$ cat src/rtl/core/pflt_pkg.sv
package pflt_pkg;

    // Table geometry
    localparam int ENTRIES = 64;
    localparam int ADDR_W  = $clog2(ENTRIES);

    // Field widths of the request and response words
    localparam int CMD_W  = 2;
    localparam int FILE_W = 16;
    localparam int PAGE_W = 31;
    localparam int SLOT_W = 6;
    localparam int STAT_W = 2;

    // Command codes
    localparam logic [CMD_W-1:0] CMD_FIND   = 2'd0;
    localparam logic [CMD_W-1:0] CMD_INSERT = 2'd1;
    localparam logic [CMD_W-1:0] CMD_REMOVE = 2'd2;

    // Status codes
    localparam logic [STAT_W-1:0] ST_OK        = 2'd0;
    localparam logic [STAT_W-1:0] ST_NOT_FOUND = 2'd1;
    localparam logic [STAT_W-1:0] ST_PRESENT   = 2'd2;
    localparam logic [STAT_W-1:0] ST_FULL      = 2'd3;

    // One stored table entry
    typedef struct packed {
        logic [FILE_W-1:0] file_id;
        logic [PAGE_W-1:0] page_number;
        logic [SLOT_W-1:0] slot;
    } t_entry;

    // Commands from the controller to the datapath
    typedef struct packed {
        logic load;
        logic scan;
        logic fin;
    } t_ctl;

    // Status from the datapath to the controller
    typedef struct packed {
        logic scan_last;
        logic out_free;
    } t_sts;

endpackage

$ cat src/rtl/core/pflt_if.sv
// Request channel: one command word per handshake.
interface pflt_req_if;
    import pflt_pkg::*;

    logic              valid;
    logic              ready;
    logic [CMD_W-1:0]  cmd;
    logic [FILE_W-1:0] file_id;
    logic [PAGE_W-1:0] page_number;
    logic [SLOT_W-1:0] slot_in;

    modport source (output valid, output cmd, output file_id, output page_number,
                    output slot_in, input ready);
    modport sink   (input valid, input cmd, input file_id, input page_number,
                    input slot_in, output ready);
endinterface

// Response channel: one result word per handshake.
interface pflt_rsp_if;
    import pflt_pkg::*;

    logic              valid;
    logic              ready;
    logic [STAT_W-1:0] status;
    logic [SLOT_W-1:0] slot_out;

    modport source (output valid, output status, output slot_out, input ready);
    modport sink   (input valid, input status, input slot_out, output ready);
endinterface

$ cat src/rtl/core/pflt_ctrl.sv
module pflt_ctrl (
    input  logic            i_clk,
    input  logic            i_rst_n,
    input  logic            i_in_valid,
    output logic            o_in_ready,
    input  pflt_pkg::t_sts  i_sts,
    output pflt_pkg::t_ctl  o_ctl
);
    import pflt_pkg::*;

    localparam logic [1:0] S_IDLE  = 2'd0;
    localparam logic [1:0] S_SCAN  = 2'd1;
    localparam logic [1:0] S_DRAIN = 2'd2;
    localparam logic [1:0] S_FIN   = 2'd3;

    logic [1:0] r_state;
    logic [1:0] n_state;

    // A new word is taken only between operations.
    assign o_in_ready = (r_state == S_IDLE);

    // Next-state logic and datapath commands.
    always_comb begin
        n_state   = r_state;
        o_ctl     = '0;
        case (r_state)
            S_IDLE: begin
                if (i_in_valid) begin
                    o_ctl.load = 1'b1;
                    n_state    = S_SCAN;
                end
            end
            S_SCAN: begin
                o_ctl.scan = 1'b1;
                if (i_sts.scan_last) begin
                    n_state = S_DRAIN;
                end
            end
            S_DRAIN: begin
                n_state = S_FIN;
            end
            S_FIN: begin
                // Update the table and register the result once the output is free.
                if (i_sts.out_free) begin
                    o_ctl.fin = 1'b1;
                    n_state   = S_IDLE;
                end
            end
            default: begin
                n_state = S_IDLE;
            end
        endcase
    end

    // State register.
    always_ff @(posedge i_clk) begin
        if (!i_rst_n) begin
            r_state <= S_IDLE;
        end else begin
            r_state <= n_state;
        end
    end

`ifndef SYNTHESIS
    a_load_to_scan: assert property (@(posedge i_clk) disable iff (!i_rst_n)
        o_ctl.load |=> (r_state == S_SCAN))
        else $error("accepted word did not start a scan");
    a_drain_to_fin: assert property (@(posedge i_clk) disable iff (!i_rst_n)
        (r_state == S_DRAIN) |=> (r_state == S_FIN))
        else $error("drain cycle not followed by finish");
    a_fin_waits: assert property (@(posedge i_clk) disable iff (!i_rst_n)
        ((r_state == S_FIN) && !i_sts.out_free) |=> (r_state == S_FIN))
        else $error("finish left while the output register was occupied");
`endif

endmodule

$ cat src/rtl/core/pflt_dpath.sv
module pflt_dpath (
    input  logic                          i_clk,
    input  logic                          i_rst_n,
    input  pflt_pkg::t_ctl                i_ctl,
    output pflt_pkg::t_sts                o_sts,
    input  logic [pflt_pkg::CMD_W-1:0]    i_cmd,
    input  logic [pflt_pkg::FILE_W-1:0]   i_file_id,
    input  logic [pflt_pkg::PAGE_W-1:0]   i_page_number,
    input  logic [pflt_pkg::SLOT_W-1:0]   i_slot_in,
    output logic                          o_out_valid,
    input  logic                          i_out_ready,
    output logic [pflt_pkg::STAT_W-1:0]   o_status,
    output logic [pflt_pkg::SLOT_W-1:0]   o_slot_out
);
    import pflt_pkg::*;

    // Entry store and per-entry valid bits
    t_entry              r_mem [ENTRIES];
    logic [ENTRIES-1:0]  r_valid;

    // Latched request
    logic [CMD_W-1:0]    r_cmd;
    t_entry              r_key;

    // Scan pipeline
    logic [ADDR_W-1:0]   r_scan_addr;
    logic                r_p_live;
    logic                r_p_vbit;
    logic [ADDR_W-1:0]   r_p_addr;
    t_entry              r_rd_data;

    // Search results
    logic                r_hit;
    logic [ADDR_W-1:0]   r_hit_idx;
    logic [SLOT_W-1:0]   r_hit_slot;
    logic                r_free_found;
    logic [ADDR_W-1:0]   r_free_idx;

    // Output register
    logic                r_out_valid;
    logic [STAT_W-1:0]   r_status;
    logic [SLOT_W-1:0]   r_slot_out;

    logic                key_match;
    logic [STAT_W-1:0]   res_status;
    logic [SLOT_W-1:0]   res_slot;
    logic                wr_en;
    logic                clr_en;

    assign o_sts.scan_last = (r_scan_addr == ADDR_W'(ENTRIES - 1));
    assign o_sts.out_free  = !r_out_valid || i_out_ready;

    assign key_match = r_p_live && r_p_vbit
                    && (r_rd_data.file_id == r_key.file_id)
                    && (r_rd_data.page_number == r_key.page_number);

    // Latch the request word and step the scan address.
    always_ff @(posedge i_clk) begin
        if (i_ctl.load) begin
            r_cmd             <= i_cmd;
            r_key.file_id     <= i_file_id;
            r_key.page_number <= i_page_number;
            r_key.slot        <= i_slot_in;
            r_scan_addr       <= '0;
        end else if (i_ctl.scan && !o_sts.scan_last) begin
            r_scan_addr <= r_scan_addr + ADDR_W'(1);
        end
    end

    // Entry memory: one registered read at the scan address, one write port.
    always_ff @(posedge i_clk) begin
        r_rd_data <= r_mem[r_scan_addr];
        if (wr_en) begin
            r_mem[r_free_idx] <= r_key;
        end
    end

    // Compare stage bookkeeping, aligned with the registered read.
    always_ff @(posedge i_clk) begin
        r_p_vbit <= r_valid[r_scan_addr];
        r_p_addr <= r_scan_addr;
    end

    always_ff @(posedge i_clk) begin
        if (!i_rst_n) begin
            r_p_live <= 1'b0;
        end else begin
            r_p_live <= i_ctl.scan;
        end
    end

    // Track the first matching entry and the lowest free entry.
    always_ff @(posedge i_clk) begin
        if (!i_rst_n) begin
            r_hit        <= 1'b0;
            r_free_found <= 1'b0;
        end else if (i_ctl.load) begin
            r_hit        <= 1'b0;
            r_free_found <= 1'b0;
        end else begin
            if (key_match && !r_hit) begin
                r_hit <= 1'b1;
            end
            if (r_p_live && !r_p_vbit && !r_free_found) begin
                r_free_found <= 1'b1;
            end
        end
    end

    always_ff @(posedge i_clk) begin
        if (key_match && !r_hit) begin
            r_hit_idx  <= r_p_addr;
            r_hit_slot <= r_rd_data.slot;
        end
        if (r_p_live && !r_p_vbit && !r_free_found) begin
            r_free_idx <= r_p_addr;
        end
    end

    // Result and table update for the finished command.
    always_comb begin
        res_status = ST_NOT_FOUND;
        res_slot   = '0;
        wr_en      = 1'b0;
        clr_en     = 1'b0;
        case (r_cmd)
            CMD_FIND: begin
                if (r_hit) begin
                    res_status = ST_OK;
                    res_slot   = r_hit_slot;
                end
            end
            CMD_INSERT: begin
                if (r_hit) begin
                    res_status = ST_PRESENT;
                end else if (r_free_found) begin
                    res_status = ST_OK;
                    wr_en      = i_ctl.fin;
                end else begin
                    res_status = ST_FULL;
                end
            end
            CMD_REMOVE: begin
                if (r_hit) begin
                    res_status = ST_OK;
                    clr_en     = i_ctl.fin;
                end
            end
            default: begin
                res_status = ST_NOT_FOUND;
            end
        endcase
    end

    // Valid bits: cleared together at reset.
    always_ff @(posedge i_clk) begin
        if (!i_rst_n) begin
            r_valid <= '0;
        end else begin
            if (wr_en) begin
                r_valid[r_free_idx] <= 1'b1;
            end
            if (clr_en) begin
                r_valid[r_hit_idx] <= 1'b0;
            end
        end
    end

    // Output register parts the table from the response channel.
    always_ff @(posedge i_clk) begin
        if (!i_rst_n) begin
            r_out_valid <= 1'b0;
        end else if (i_ctl.fin) begin
            r_out_valid <= 1'b1;
        end else if (i_out_ready) begin
            r_out_valid <= 1'b0;
        end
    end

    always_ff @(posedge i_clk) begin
        if (i_ctl.fin) begin
            r_status   <= res_status;
            r_slot_out <= res_slot;
        end
    end

    assign o_out_valid = r_out_valid;
    assign o_status    = r_status;
    assign o_slot_out  = r_slot_out;

`ifndef SYNTHESIS
    a_insert_sets_valid: assert property (@(posedge i_clk) disable iff (!i_rst_n)
        wr_en |=> r_valid[$past(r_free_idx)])
        else $error("inserted entry not marked valid");
    a_full_means_all_valid: assert property (@(posedge i_clk) disable iff (!i_rst_n)
        (i_ctl.fin && (res_status == ST_FULL)) |-> (&r_valid))
        else $error("table reported full with a free entry");
    a_hit_is_valid: assert property (@(posedge i_clk) disable iff (!i_rst_n)
        (i_ctl.fin && r_hit) |-> r_valid[r_hit_idx])
        else $error("matched entry is not valid");
    a_no_write_and_clear: assert property (@(posedge i_clk) disable iff (!i_rst_n)
        !(wr_en && clr_en))
        else $error("insert and remove in the same finish");
`endif

endmodule

$ cat src/rtl/core/page_frame_lookup_table_unit.sv
// Channel   Direction   Word                                     Handshake
// i_req     in          cmd, file_id, page_number, slot_in       valid / ready
// o_rsp     out         status, slot_out                         valid / ready
//
// A new word is accepted only once the previous one has finished. The entries
// are read one a cycle through the single read port, then a drain state empties
// the registered read and a finish state updates the table and the output.
// Reset clears every valid bit together; no clearing pass is needed.
// A result waiting on o_rsp does not block the next word; that word stalls in
// its update cycle only while the previous result is still untaken.
module page_frame_lookup_table_unit (
    input  logic      i_clk,
    input  logic      i_rst_n,
    pflt_req_if.sink  i_req,
    pflt_rsp_if.source o_rsp
);
    import pflt_pkg::*;

    t_ctl ctl;
    t_sts sts;

    // Sequencer
    pflt_ctrl u_ctrl (
        .i_clk      (i_clk),
        .i_rst_n    (i_rst_n),
        .i_in_valid (i_req.valid),
        .o_in_ready (i_req.ready),
        .i_sts      (sts),
        .o_ctl      (ctl)
    );

    // Entry store, search and result register
    pflt_dpath u_dpath (
        .i_clk         (i_clk),
        .i_rst_n       (i_rst_n),
        .i_ctl         (ctl),
        .o_sts         (sts),
        .i_cmd         (i_req.cmd),
        .i_file_id     (i_req.file_id),
        .i_page_number (i_req.page_number),
        .i_slot_in     (i_req.slot_in),
        .o_out_valid   (o_rsp.valid),
        .i_out_ready   (o_rsp.ready),
        .o_status      (o_rsp.status),
        .o_slot_out    (o_rsp.slot_out)
    );

endmodule
$ cat src/flat_wrapper.sv
// flat-port wrapper written by rule: the top's interface ports become plain ports
module page_frame_lookup_table_unit_flat import pflt_pkg::*;
  (i_clk, i_rst_n, i_req_valid, i_req_cmd, i_req_file_id, i_req_page_number, i_req_slot_in, i_req_ready, o_rsp_valid, o_rsp_status, o_rsp_slot_out, o_rsp_ready);
  pflt_req_if i_req_i ();
  pflt_rsp_if o_rsp_i ();
  input  logic i_clk;
  input  logic i_rst_n;
  input wire logic [$bits(i_req_i.valid)-1:0] i_req_valid;
  input wire logic [$bits(i_req_i.cmd)-1:0] i_req_cmd;
  input wire logic [$bits(i_req_i.file_id)-1:0] i_req_file_id;
  input wire logic [$bits(i_req_i.page_number)-1:0] i_req_page_number;
  input wire logic [$bits(i_req_i.slot_in)-1:0] i_req_slot_in;
  output wire logic [$bits(i_req_i.ready)-1:0] i_req_ready;
  output wire logic [$bits(o_rsp_i.valid)-1:0] o_rsp_valid;
  output wire logic [$bits(o_rsp_i.status)-1:0] o_rsp_status;
  output wire logic [$bits(o_rsp_i.slot_out)-1:0] o_rsp_slot_out;
  input wire logic [$bits(o_rsp_i.ready)-1:0] o_rsp_ready;
  assign i_req_i.valid = i_req_valid;
  assign i_req_i.cmd = i_req_cmd;
  assign i_req_i.file_id = i_req_file_id;
  assign i_req_i.page_number = i_req_page_number;
  assign i_req_i.slot_in = i_req_slot_in;
  assign i_req_ready = i_req_i.ready;
  assign o_rsp_valid = o_rsp_i.valid;
  assign o_rsp_status = o_rsp_i.status;
  assign o_rsp_slot_out = o_rsp_i.slot_out;
  assign o_rsp_i.ready = o_rsp_ready;
  page_frame_lookup_table_unit u_core (.i_clk(i_clk), .i_rst_n(i_rst_n), .i_req(i_req_i), .o_rsp(o_rsp_i));
endmodule
$ cat config.mk
export PLATFORM = sky130hd
export DESIGN_NAME = page_frame_lookup_table_unit_flat
export DESIGN_NICKNAME = d
export VERILOG_FILES = /design/src/rtl/core/pflt_pkg.sv /design/src/rtl/core/pflt_if.sv /design/src/rtl/core/pflt_ctrl.sv /design/src/rtl/core/pflt_dpath.sv /design/src/rtl/core/page_frame_lookup_table_unit.sv /design/src/flat_wrapper.sv
export SDC_FILE = /design/constraint.sdc
export NUM_CORES = 2
export LEC_CHECK = 0
export ABC_AREA = 1
export BUFFER_PORTS_ARGS = -buffer_cell sky130_fd_sc_hd__buf_2
export CORE_AREA = 5 5 577 579
export DETAILED_ROUTE_END_ITERATION = 8
export DIE_AREA = 0 0 582 584
export SLEW_MARGIN = 15
export SYNTH_ARGS = -nofsm -noshare
export SYNTH_HDL_FRONTEND = slang
export SYNTH_SLANG_ARGS = --single-unit
$ cat constraint.sdc
create_clock -name i_clk -period 8.5 [get_ports i_clk]
set_clock_uncertainty 0.1 [all_clocks]
set_input_delay 1.275 -clock i_clk [delete_from_list [all_inputs] [get_ports i_clk]]
set_output_delay 1.275 -clock i_clk [all_outputs]
set_load 0.03 [all_outputs]
Yosys cells after proc, flatten, opt, wreduce, memory -nomap -nowiden

Memory sizes are Yosys's and may differ from the RTL's. A register that Yosys moved wholly into a read port is not among the register bits.
Cells that the tools add are included.

Add/sub/neg operators: 1
Magnitude comparators: 5
Equal/unequal tests: 11
Muxes and demuxes: 31
Bitwise logic cells: 4
Reductions and logical operators: 22

Operators with widths:

| kind                | count |
|---|---|
| $mux 64             | 3 |
| $and 64x64->64      | 1 |
| $not 64->64         | 1 |
| $or 64x64->64       | 1 |
| $eq 31x31->1        | 1 |
| $lt 6x7->1 const B  | 3 |
| $mux 1              | 18 |
| $eq 16x16->1        | 1 |
| $demux 1 s6         | 2 |
| $ge 6x1->1 const B  | 2 |
| $mux 2              | 5 |
| $logic_and 1x1->1   | 9 |
| $pmux 2 s4          | 1 |
| $add 6x1->6 const B | 1 |
| $bmux 1 s6          | 1 |
| $eq 2x2->1 const B  | 3 |
| $eq 6x6->1 const B  | 1 |
| $logic_not 1->1     | 5 |
| $eq 2x1->1 const B  | 2 |
| $logic_not 2->1     | 2 |
| $ne 2x2->1 const B  | 2 |
| $pmux 2 s2          | 1 |
| $reduce_or 2->1     | 2 |
| $reduce_and 3->1    | 1 |
| 5 further kinds     | 5 |

Register bits: 164
Memory bits (writable): 3392
Input bits: 59
Output and inout port bits: 10
Word-level logic and storage cells: 93
Memories: 1

Memories:

| memory               | depth | width | read ports | clocked after memory_dff | write ports | RTL line         | text |
|---|---|---|---|---|---|---|---|
| u_core.u_dpath.r_mem | 64    | 53    | 1          | 1                        | 1           | pflt_dpath.sv:18 | `t_entry r_mem [ENTRIES];` |

Longest topological paths before layout

Word-level depth: 11
Depth in mapped cells: 18
Depth with buffers taken out: 13

Cells and area by module

From an unflattened synthesis, not the netlist that was laid out.

Cells, all modules: 13508
Area total of the unflattened synthesis: 148570.0 um^2

Modules (own cells, without submodules):

| module     | instances | cells an instance | area each (um^2) | sequential area each (um^2) |
|---|---|---|---|---|
| pflt_dpath | 1         | 13480             | 148386.1         | 106972.6 |
| pflt_ctrl  | 1         | 28                | 183.9            | 40.0 |

Worst setup path before layout

Ideal clock, no wire load.

Path type: input to register
Start: in o_rsp_ready
End: mem u_core.u_dpath.r_mem[53][0] (netlist bit) (enable)
Setup time: 0.531 ns
Data arrival time: 5.963 ns
Data required time: 7.869 ns
Slack: 1.906 ns
Stages: 5
Path buffers: 1
Cell sequence: inv_1 -> a21oi_1 -> nand2_1 -> clkbuf_1 -> nor3_1

RTL lines:

| element     | RTL line           | text |
|---|---|---|
| from (decl) | flat_wrapper.sv:17 | `input wire logic [$bits(o_rsp_i.ready)-1:0] o_rsp_ready;` |
| to (decl)   | pflt_dpath.sv:18   |  |

==> parameters.txt <==
Parameter                              Value

Run status
  Status    completed

Synth
  Number of synthesized flops with an enable pin    3473
  Syn nets    13.9k
  Gate count after technology mapping    13.8k
  Netlist cell types    28
  Top cell type's share of synthesized area    69.7%
  Async set-or-reset flop fraction in the synthesized netlist    0%
  Ranking of synthesized cells by area    sky130_fd_sc_hd__edfxtp_1, sky130_fd_sc_hd__nand2_1, sky130_fd_sc_hd__nor2_1, sky130_fd_sc_hd__nand3_1, sky130_fd_sc_hd__inv_1
  Prevailing post-synth register cell    sky130_fd_sc_hd__edfxtp_1
  Cell type with the largest total area after synthesis    sky130_fd_sc_hd__edfxtp_1
  Register area share after synthesis    71.6%
  Syn avg cell area    10.8 µm²
  Flip-flop and latch count after synthesis    3609
  YS warnings    0
  Summed instance area of the synthesized netlist    150000 µm²

Clocking
  Clk slew on worst S/H paths    0.06 ns
  CTS tree    yes
  Number of buffers inserted by hold repair at cts    0
  Clock latency of the later-clocked register in the worst-skew pair    0.96 ns
  Buffers from clock root to sink, at most    4
  Count of H-tree levels built during CTS    5
  Post-CTS resize count    0
  Post-CTS Setup Repair Bufs    0
  Root cell of the clock tree    sky130_fd_sc_hd__clkbuf_16
  Total number of clock tree sinks    3609
  Total CTS buffers    377

Final layout
  Layout cell share with drive strength beyond 1    6.72%
  Final instance area    167000 µm²
  Layout overhead on the synthesized area    11.4%
  Nets@finish    13.8k

STA
  Transition at the pin with the smallest max-transition slack    1.20 ns
  Share of the clock period used by the worst path after layout    57.5%
  Final Slew Violations    0
  Final setup vio count    0
  Highest Clock Rate    205 MHz
  Setup repair after global routing missed its margin    false
  Setup TNS after final layout    0 ns
  Time the worst path needs with I/O delays and setup    4.89 ns
  Total count of hold-check failures in the final report    0
  Normalized max-slew margin    19.7%

GRT
  Largest net degree at the start of global routing    264
  Total overflow reported by the global router    0
  Global-route wire length before repair    651000 µm
  Antenna violations before repair    24
  Vias in the first global route    93.0k
  GRT Total Usage    25.9%

Critical path
  Worst setup path category    reg -> reg
  Delay of the slowest cell on the worst path    0.86 ns
  Type of element capturing the critical path    flip-flop
  Reg-to-reg setup timing slack    3.61 ns
  Number of cells on the worst reg-to-reg path    8
  Crit-path cells    ha_1 > inv_1 > a21oi_2 > nand2_1 > nor2_1 > inv_1 > nor2_4 > buf_4
  Critical path launch point type    flip-flop
  Crit path max fanout    37
  CP max-delay cell    sky130_fd_sc_hd__buf_4
  Most numerous cell on the critical path    sky130_fd_sc_hd__inv_1
  Startpoint of the most critical register-to-register path    u_core.u_ctrl.r_state[0]
  Worst flop-to-flop path endpoint    u_core.u_dpath.r_mem[56][26]
  Origin of the worst setup path    u_core.u_ctrl.r_state[0]
  Worst path arrival time    5.32 ns
  End point of the critical path    u_core.u_dpath.r_mem[56][26]
  Crit path required time    8.93 ns

Floorplanning
  Top-Level Pins    69
  Height of the chip    584 µm
  FP Rows    210
  Die outline area    340000 µm²
  Die width    582 µm
  Starting utilization of the core area    45.8%
  Std-Cell Core Area    327000 µm²

Detailed routing
  Mean routed wirelength per cell    24.6 µm
  Routed Wire Length    453000 µm
  Wl on met1    188000 µm
  Top sig layer    met5
  Total met3 wirelength after detailed routing    42200 µm
  Final routed DRC violation total    0
  Length of routed met2 wiring    204000 µm
  Final antenna-violating net count    0
  Via count    99.8k
  Number of search-and-repair iterations in the first detailed-routing pass    8
  Number of vias per cell    5.41
  Initial drt markers    12.7k

Hold path
  Min-delay src    u_core.u_dpath.r_rd_data[1]
  Tightest Hold Check Type    reg -> reg
  Number of instances on the worst hold path    0

Power
  Final total power    48.5 mW
  Pwr per Cell Area    291 nW/µm²
  Standby leakage power    64.2 nW
  Peak supply drop    0.309 mV

Place
  Area after DPL    155000 µm²
  Sum of net half-perimeters after detailed placement    234000 µm
  RD Place Congestion    0.869
  Total of buffers placed on input and output ports    68

Flow run
  Number of violations of the max-capacitance limit    0
## layout make-up
class,count,area [µm²]
flip-flops and latches,3609,107000
well taps,4346,5440
inverters,1341,5100
fillers,28425,160000
clock buffers,504,10200
repair buffers,303,2440
multi-input cells,8139,34500
clock inverters,186,1900
diodes,10,25.0
## cell usage in the layout, fill, tap and decap left out, types with 31 or more instances in the layout
master	count
sky130_fd_sc_hd__a21oi_1	130
sky130_fd_sc_hd__buf_2	68
sky130_fd_sc_hd__buf_4	208
sky130_fd_sc_hd__bufinv_16	31
sky130_fd_sc_hd__clkbuf_1	97
sky130_fd_sc_hd__clkbuf_16	381
sky130_fd_sc_hd__clkinv_1	65
sky130_fd_sc_hd__clkinv_2	60
sky130_fd_sc_hd__dfxtp_1	132
sky130_fd_sc_hd__edfxtp_1	3473
sky130_fd_sc_hd__inv_1	1331
sky130_fd_sc_hd__nand2_1	4038
sky130_fd_sc_hd__nand3_1	1264
sky130_fd_sc_hd__nor2_1	1651
sky130_fd_sc_hd__nor2_4	64
sky130_fd_sc_hd__o211ai_1	73
sky130_fd_sc_hd__o21ai_0	766
sky130_fd_sc_hd__o21ai_1	37
## through the flow
stage / setup slack [ns] / util, % / hold WS, ns / cells
after floorplan: 1.91 / - / 0.250 / 13818
after global placement: 2.76 / 47.3 / 0.286 / 17738
after detailed placement: 2.81 / 47.3 / 0.290 / 17738
after CTS: 3.76 / 51.0 / 0.304 / 18428
after global routing: 3.65 / 51.0 / 0.307 / 18429
final: 3.61 / 51.0 / 0.303 / 18438
## routing by layer
metal / up-vias / track usage (%)
met5: - / 0
met3: 794 / 4.39
met1: 48590 / 37.0
met2: 4623 / 40.1
met4: 2 / 9.76
li1: 45757 / -
## worst min-delay path by stage
stage	endpoint	slack (ns)
after global placement	u_core.u_dpath.r_hit_slot[4]	0.29
after floorplan	u_core.u_dpath.r_p_addr[1]	0.25
after detailed placement	u_core.u_dpath.r_hit_slot[1]	0.29
after global routing	u_core.u_dpath.r_hit_slot[1]	0.31
after CTS	u_core.u_dpath.r_hit_slot[1]	0.30
final	u_core.u_dpath.r_hit_slot[1]	0.30
## critical path: cells and delay by family (launching register included)
kind            cells  cell delay [ns]
simple gates        3             1.65
fa+ha+maj           1             0.21
buf+inv             3             1.25
flops               1             0.40
compound gates      1             0.77
## synthesized netlist by cell type, types with 8 or more instances
cell type / number
sky130_fd_sc_hd__a211oi_1: 27
sky130_fd_sc_hd__a21oi_1: 131
sky130_fd_sc_hd__and3_1: 13
sky130_fd_sc_hd__buf_1: 111
sky130_fd_sc_hd__buf_2: 276
sky130_fd_sc_hd__buf_4: 62
sky130_fd_sc_hd__buf_6: 24
sky130_fd_sc_hd__clkbuf_1: 256
sky130_fd_sc_hd__dfxtp_1: 136
sky130_fd_sc_hd__edfxtp_1: 3473
sky130_fd_sc_hd__inv_1: 1336
sky130_fd_sc_hd__nand2_1: 4039
sky130_fd_sc_hd__nand3_1: 1264
sky130_fd_sc_hd__nor2_1: 1715
sky130_fd_sc_hd__nor3_1: 15
sky130_fd_sc_hd__o211ai_1: 73
sky130_fd_sc_hd__o211ai_2: 8
sky130_fd_sc_hd__o21ai_0: 766
sky130_fd_sc_hd__o21ai_1: 37
sky130_fd_sc_hd__or2_2: 24
sky130_fd_sc_hd__xnor2_1: 16
## cell families after synthesis
| logic type | after synthesis | share of synthesized area (%) |
|---|---|---|
| flops | 3609 | 71.6 |
| xor+xnor | 16 | 0.0937 |
| buf+inv | 2070 | 5.71 |
| simple gates | 7075 | 18.9 |
| fa+ha+maj | 5 | 0.0418 |
| compound gates | 1043 | 3.70 |
## where the power goes
group | internal [mW] | total (mW) | switching (mW)
Combinational | 2.69 | 11.1 | 8.40
Sequential | 20.7 | 21.0 | 0.297
Clock | 9.41 | 16.4 | 6.98
## flip-flops by register name (all words and copies together) (netlist names), 2 cells and up
register                    count
u_core.u_dpath.r_free_idx       6
u_core.u_dpath.r_rd_data       53
u_core.u_dpath.r_hit_idx        6
u_core.u_ctrl.r_state           2
u_core.u_dpath.o_status         2
u_core.u_dpath.r_scan_addr      6
u_core.u_dpath.r_hit_slot       6
u_core.u_dpath.o_slot_out       6
u_core.u_dpath.r_key           53
u_core.u_dpath.r_p_addr         6
u_core.u_dpath.r_valid         64
u_core.u_dpath.r_cmd            2
u_core.u_dpath.r_mem         3392
Power figures use the tool's default switching activity.
